**config.mk**
```make
export PLATFORM = sky130hd
export DESIGN_NAME = hfs_datapath
export DESIGN_NICKNAME = d
export VERILOG_FILES = /design/src/hfs_pkg.sv /design/src/hfs_datapath.sv
export SDC_FILE = /design/constraint.sdc
export NUM_CORES = 2
export LEC_CHECK = 0
export ABC_AREA = 1
export BUFFER_PORTS_ARGS = -buffer_cell sky130_fd_sc_hd__clkbuf_2
export CAP_MARGIN = 5
export CORE_ASPECT_RATIO = 1.2
export CORE_UTILIZATION = 40
export CTS_BUF_LIST = sky130_fd_sc_hd__clkbuf_16
export DETAILED_ROUTE_END_ITERATION = 12
export PLACE_DENSITY = 0.67
export SLEW_MARGIN = 20
export SYNTH_ARGS = -nofsm -noshare
export SYNTH_HDL_FRONTEND = slang
export SYNTH_SLANG_ARGS = --single-unit
```
**constraint.sdc**
```tcl
create_clock -name clk -period 40.5 [get_ports clk]
set_clock_uncertainty 0.1 [all_clocks]
set_input_delay 12.15 -clock clk [delete_from_list [all_inputs] [get_ports clk]]
set_output_delay 12.15 -clock clk [all_outputs]
set_load 0.02 [all_outputs]
```
**src/hfs_pkg.sv**
```systemverilog
// hfs_pkg: shared constants, register codes and bundle types for the
// heat_five_point_stencil block. No dependencies; every other file imports it.
package hfs_pkg;

    // default sizes handed to the top-level parameters
    localparam int MAX_COLS_DEF    = 1024;
    localparam int MAX_ROWS_DEF    = 1024;
    localparam int SAMPLE_BITS_DEF = 32;

    // fixed field widths
    localparam int INDEX_W     = 10;
    localparam int SIZE_W      = 11;
    localparam int WEIGHT_W    = 15;
    localparam int WEIGHT_FRAC = 16;
    localparam int CFG_INDEX_W = 3;
    localparam int CFG_DATA_W  = 15;

    // smallest grid that has an interior point
    localparam int MIN_GRID = 3;

    // 1.0 in the weight format, and the width that holds 1 - 2wx - 2wy
    localparam int ONE_Q    = 1 << WEIGHT_FRAC;
    localparam int CENTRE_W = WEIGHT_FRAC + 2;

    // register reset values
    localparam logic [SIZE_W-1:0]   GRID_ROWS_RST = SIZE_W'(1024);
    localparam logic [SIZE_W-1:0]   GRID_COLS_RST = SIZE_W'(1024);
    localparam logic [INDEX_W-1:0]  FIRST_ROW_RST = INDEX_W'(1);
    localparam logic [INDEX_W-1:0]  LAST_ROW_RST  = INDEX_W'(1022);
    localparam logic [INDEX_W-1:0]  FIRST_COL_RST = INDEX_W'(1);
    localparam logic [INDEX_W-1:0]  LAST_COL_RST  = INDEX_W'(1022);
    localparam logic [WEIGHT_W-1:0] WGT_NS_RST    = WEIGHT_W'(16384);
    localparam logic [WEIGHT_W-1:0] WGT_WE_RST    = WEIGHT_W'(16384);

    typedef enum logic [CFG_INDEX_W-1:0] {
        REG_GRID_ROWS = 3'd0,
        REG_GRID_COLS = 3'd1,
        REG_FIRST_ROW = 3'd2,
        REG_LAST_ROW  = 3'd3,
        REG_FIRST_COL = 3'd4,
        REG_LAST_COL  = 3'd5,
        REG_WGT_NS    = 3'd6,
        REG_WGT_WE    = 3'd7
    } cfg_reg_t;

    typedef struct packed {
        logic [SIZE_W-1:0]   grid_rows;
        logic [SIZE_W-1:0]   grid_cols;
        logic [INDEX_W-1:0]  first_row;
        logic [INDEX_W-1:0]  last_row;
        logic [INDEX_W-1:0]  first_col;
        logic [INDEX_W-1:0]  last_col;
        logic [WEIGHT_W-1:0] wgt_ns;
        logic [WEIGHT_W-1:0] wgt_we;
    } hfs_cfg_t;

    // tag that travels with each point through the arithmetic stages
    typedef struct packed {
        logic               last;
        logic [INDEX_W-1:0] row;
        logic [INDEX_W-1:0] col;
    } hfs_tag_t;

endpackage

```
**src/hfs_datapath.sv**
```systemverilog
// hfs_datapath: four-stage weighted sum of the five-point neighborhood with
// floor truncation and saturation, ending in the output register.
// Depends on hfs_pkg.
module hfs_datapath #(
    parameter int SAMPLE_BITS = hfs_pkg::SAMPLE_BITS_DEF
) (
    input  logic                             clk,
    input  logic                             rst_n,
    input  logic [hfs_pkg::WEIGHT_W-1:0]     wgt_ns,
    input  logic [hfs_pkg::WEIGHT_W-1:0]     wgt_we,
    input  logic                             pt_valid,
    output logic                             pt_ready,
    input  hfs_pkg::hfs_tag_t                pt_tag,
    input  logic [SAMPLE_BITS-1:0]           op_north,
    input  logic [SAMPLE_BITS-1:0]           op_south,
    input  logic [SAMPLE_BITS-1:0]           op_west,
    input  logic [SAMPLE_BITS-1:0]           op_east,
    input  logic [SAMPLE_BITS-1:0]           op_centre,
    output logic                             res_valid,
    input  logic                             res_ready,
    output hfs_pkg::hfs_tag_t                res_tag,
    output logic [SAMPLE_BITS-1:0]           res_value,
    output logic                             res_sat
);
    import hfs_pkg::*;

    localparam int SB  = SAMPLE_BITS;
    localparam int PW  = SB + 1 + WEIGHT_W + 1;   // weight times pair sum
    localparam int CPW = SB + CENTRE_W;           // centre weight times centre
    localparam int AW  = SB + 4;

    logic                       v3_reg, v4_reg, v5_reg, v6_reg;
    logic                       free3, free4, free5, free6;
    hfs_tag_t                   tag3_reg, tag4_reg, tag5_reg, tag6_reg;

    logic signed [SB:0]         ns3_reg, we3_reg;
    logic signed [SB-1:0]       c3_reg;
    logic signed [CENTRE_W-1:0] cw3_reg;

    logic signed [PW-1:0]       p1_reg, p2_reg;
    logic signed [CPW-1:0]      p3_reg;

    logic signed [PW-WEIGHT_FRAC-1:0]  t1, t2;
    logic signed [CPW-WEIGHT_FRAC-1:0] t3;
    logic signed [AW-1:0]       acc5_reg;

    logic [AW-SB:0]             acc_top;
    logic                       sat_next;
    logic [SB-1:0]              value_next;
    logic [SB-1:0]              value6_reg;
    logic                       sat6_reg;

    assign free6    = !v6_reg || res_ready;
    assign free5    = !v5_reg || free6;
    assign free4    = !v4_reg || free5;
    assign free3    = !v3_reg || free4;
    assign pt_ready = free3;

    // arithmetic shift is floor division by 2^16
    assign t1 = p1_reg[PW-1:WEIGHT_FRAC];
    assign t2 = p2_reg[PW-1:WEIGHT_FRAC];
    assign t3 = p3_reg[CPW-1:WEIGHT_FRAC];

    // in range when every bit above the sign bit matches it
    assign acc_top  = acc5_reg[AW-1:SB-1];
    assign sat_next = !((&acc_top) || !(|acc_top));
    always_comb
    begin
        if (!sat_next)
            value_next = acc5_reg[SB-1:0];
        else if (acc5_reg[AW-1])
            value_next = {1'b1, {(SB-1){1'b0}}};
        else
            value_next = {1'b0, {(SB-1){1'b1}}};
    end

    always_ff @(posedge clk or negedge rst_n)
    begin
        if (!rst_n)
        begin
            v3_reg <= 1'b0;
            v4_reg <= 1'b0;
            v5_reg <= 1'b0;
            v6_reg <= 1'b0;
        end
        else
        begin
            if (free3)
                v3_reg <= pt_valid;
            if (free4)
                v4_reg <= v3_reg;
            if (free5)
                v5_reg <= v4_reg;
            if (free6)
                v6_reg <= v5_reg;
        end
    end

    always_ff @(posedge clk)
    begin
        if (free3)
        begin
            tag3_reg <= pt_tag;
            ns3_reg  <= $signed({op_north[SB-1], op_north}) + $signed({op_south[SB-1], op_south});
            we3_reg  <= $signed({op_west[SB-1], op_west}) + $signed({op_east[SB-1], op_east});
            c3_reg   <= $signed(op_centre);
            cw3_reg  <= $signed(CENTRE_W'(ONE_Q) - CENTRE_W'({wgt_ns, 1'b0})
                                - CENTRE_W'({wgt_we, 1'b0}));
        end
        if (free4)
        begin
            tag4_reg <= tag3_reg;
            p1_reg   <= $signed({1'b0, wgt_ns}) * ns3_reg;
            p2_reg   <= $signed({1'b0, wgt_we}) * we3_reg;
            p3_reg   <= cw3_reg * c3_reg;
        end
        if (free5)
        begin
            tag5_reg <= tag4_reg;
            acc5_reg <= AW'(t1) + AW'(t2) + AW'(t3);
        end
        if (free6)
        begin
            tag6_reg   <= tag5_reg;
            value6_reg <= value_next;
            sat6_reg   <= sat_next;
        end
    end

    assign res_valid = v6_reg;
    assign res_tag   = tag6_reg;
    assign res_value = value6_reg;
    assign res_sat   = sat6_reg;

endmodule

```
==> results.txt <==
first-pass GRT wire length: 350 mm
routed length per placed instance: 18.0 um
top cell type's share of synthesized area: 39.1%
# H-tree levels: 2
placed wire-length estimate: 179 mm
MaxCap Viol Count: 0
CORE AREA: 0.190 mm^2
post-synth top area cell: fa_1
setup TNS: 0 ps
largest net degree at the start of global routing: 83
crit path kind: in2out
vias in the first global route: 65,791
synthesized area: 0.0764 mm^2
Cell Rows: 175
sequential fraction of the synthesis area: 14.6%
Pre-Repair DR Iteration Count: 6
Worst Path Arrival: 14,900 ps
syn nets: 11,682
# resized after CTS: 0
CTS buffer count: 47
gr usage total: 23.1%
Initial Utilization: 40.3%
CP endpoint kind: output pin
dominant synthesized flop cell: edfxtp_1
Clock Tree Buf Depth: 3
yosys warns: 0
Clock Sinks: 371
Crit Path Max Fanout: 58
EDFF count, synth: 367
type of origin of the critical path: primary input
Die Y: 481 um
Post-route DRC: 0
period utilization: 67.0%
initial antenna violation count: 9
worst relative slew slack: 25.7%
TritonCTS clock tree: built
Die ar.: 0.193 mm^2
Hold Path Class: reg2reg
routability congestion estimate from global placement: 0.952
Ports: 271
outcome: complete, no violations
nets@finish: 11,736
average vias per placed instance: 4.94
Clk Latency, worst-skew pair: 660 ps
Avg Inst Size Synth: 8.06 um^2
Distinct cells, synth: 45
fill count: 18,846
Final ANT Viol Nets: 0
Area Overhead vs Synth: 6.98%
most common cell after layout, fill and taps aside: inv_1
crit path time final: 27,150 ps
setup violators final: 0
initial DRC count: 3,643
Worst-Margin Slew: 1110 ps
max reg flops: 35
port buffer count: 270
grt ovf: 0
Slew Limit Fails: 0
fmax: 36.8 MHz
Routed Wire Length: 217 mm
synth top area cells: fa_1 (39%), edfxtp_1 (14%), inv_1 (13%)
share of cells above drive strength 1: 4.88%
Post-CTS Setup Repair Bufs: 0
hold buffer count at cts: 0
share of flip-flops with an asynchronous set or reset: 1.08%
RSZ-0062 raised after global routing: false
die width: 401 um
Worst Path Required: 28,250 ps
clock transition at the registers of the reported paths: 60 ps
Final Hold Vio Count: 0
Gate Count Post-Synth: 9,479
CTS root buf: clkbuf_16
most frequent cells in the layout: inv_1 (2,655), nand2_1 (2,635), fa_1 (1,490)
#FFs+latches synth: 371
via count: 59,585
worst paths after layout:
| kind | slack (ps) | to | start | cells past startpoint |
|---|---|---|---|---|
| worst min register to register | 310 | tag4_reg[20]$_DFFE_PP_ | tag3_reg[20]$_DFFE_PP_ | 0 |
| worst max register to register | 33600 | p3_reg[46]$_DFFE_PP_ | c3_reg[31]$_DFFE_PP_ | 19 |
| worst min-delay path | 310 | tag4_reg[20]$_DFFE_PP_ | tag3_reg[20]$_DFFE_PP_ | 0 |
| worst max-delay path | 13350 | pt_ready | res_ready | 10 |
| max in group asynchronous | 28980 | v3_reg$_DFFE_PN0P_ | rst_n | 1 |
| min in group asynchronous | 11190 | v5_reg$_DFFE_PN0P_ | rst_n | 1 |
through the flow:
step / hold slack (ps) / instances / area (um^2) / setup slack (ps) / utilization [%]
floorplan: 300 / 9479 / 76400 / 10510 / -
global placement: 301 / 11962 / 80000 / 13240 / 42.2
detailed placement: 305 / 11962 / 80000 / 13230 / 42.2
CTS: 309 / 12050 / 81700 / 13240 / 43.1
global route: 321 / 12051 / 81700 / 13050 / 43.1
finish: 314 / 12053 / 81700 / 13350 / 43.1
Yosys cell counts (27+ instances only):
library cell     n
a21oi_1        278
clkbuf_1       304
edfxtp_1       367
fa_1          1490
ha_1           498
inv_1         2653
nand2_1       2636
nand3_1        201
nand4_1         67
nor2_1         422
nor3_1          27
o21ai_0        131
o21bai_1        44
xnor2_1         39
xor2_1         108
final cells by class:
type / count / area (um^2) / share of cell area [%]
clock buffer: 47 / 1180 / 1.44
tap: 2478 / 3100 / 3.79
antenna: 3 / 7.51 / 0.00919
inverter: 2678 / 10100 / 12.3
clock inverter: 41 / 526 / 0.643
sequential: 371 / 11100 / 13.6
timing repair buffer: 312 / 1670 / 2.04
multi-input combinational: 6123 / 54100 / 66.2
layer usage:
layer | routed length (um) | global-route usage [%] | vias to the layer above
li1 | - | - | 27581
met1 | 85800 | 27.4 | 29962
met2 | 113000 | 43.1 | 1626
met3 | 10600 | 2.64 | 406
met4 | 7200 | 7.57 | 10
met5 | 63 | 0 | -
critical path, cell delays in order:
cell and delay, ps:
clkbuf_2 80, nor2_1 50, inv_2 40, buf_4 580, nor2_1 130, inv_2 70
buf_4 600, nor2_1 250, nand2_4 540, clkbuf_2 290
cell families after synthesis:
family,share of synthesized area (%)
xor gates and xnor gates,1.69
DFF,14.6
and+or+nand+nor,17.7
adders and majority gates,47.2
buffers and inverters,14.7
AOI/OAI and AO/OA,4.15
Power is not shown: default switching activity piles up to over one toggle a cycle in this logic, so the estimate is an artifact.
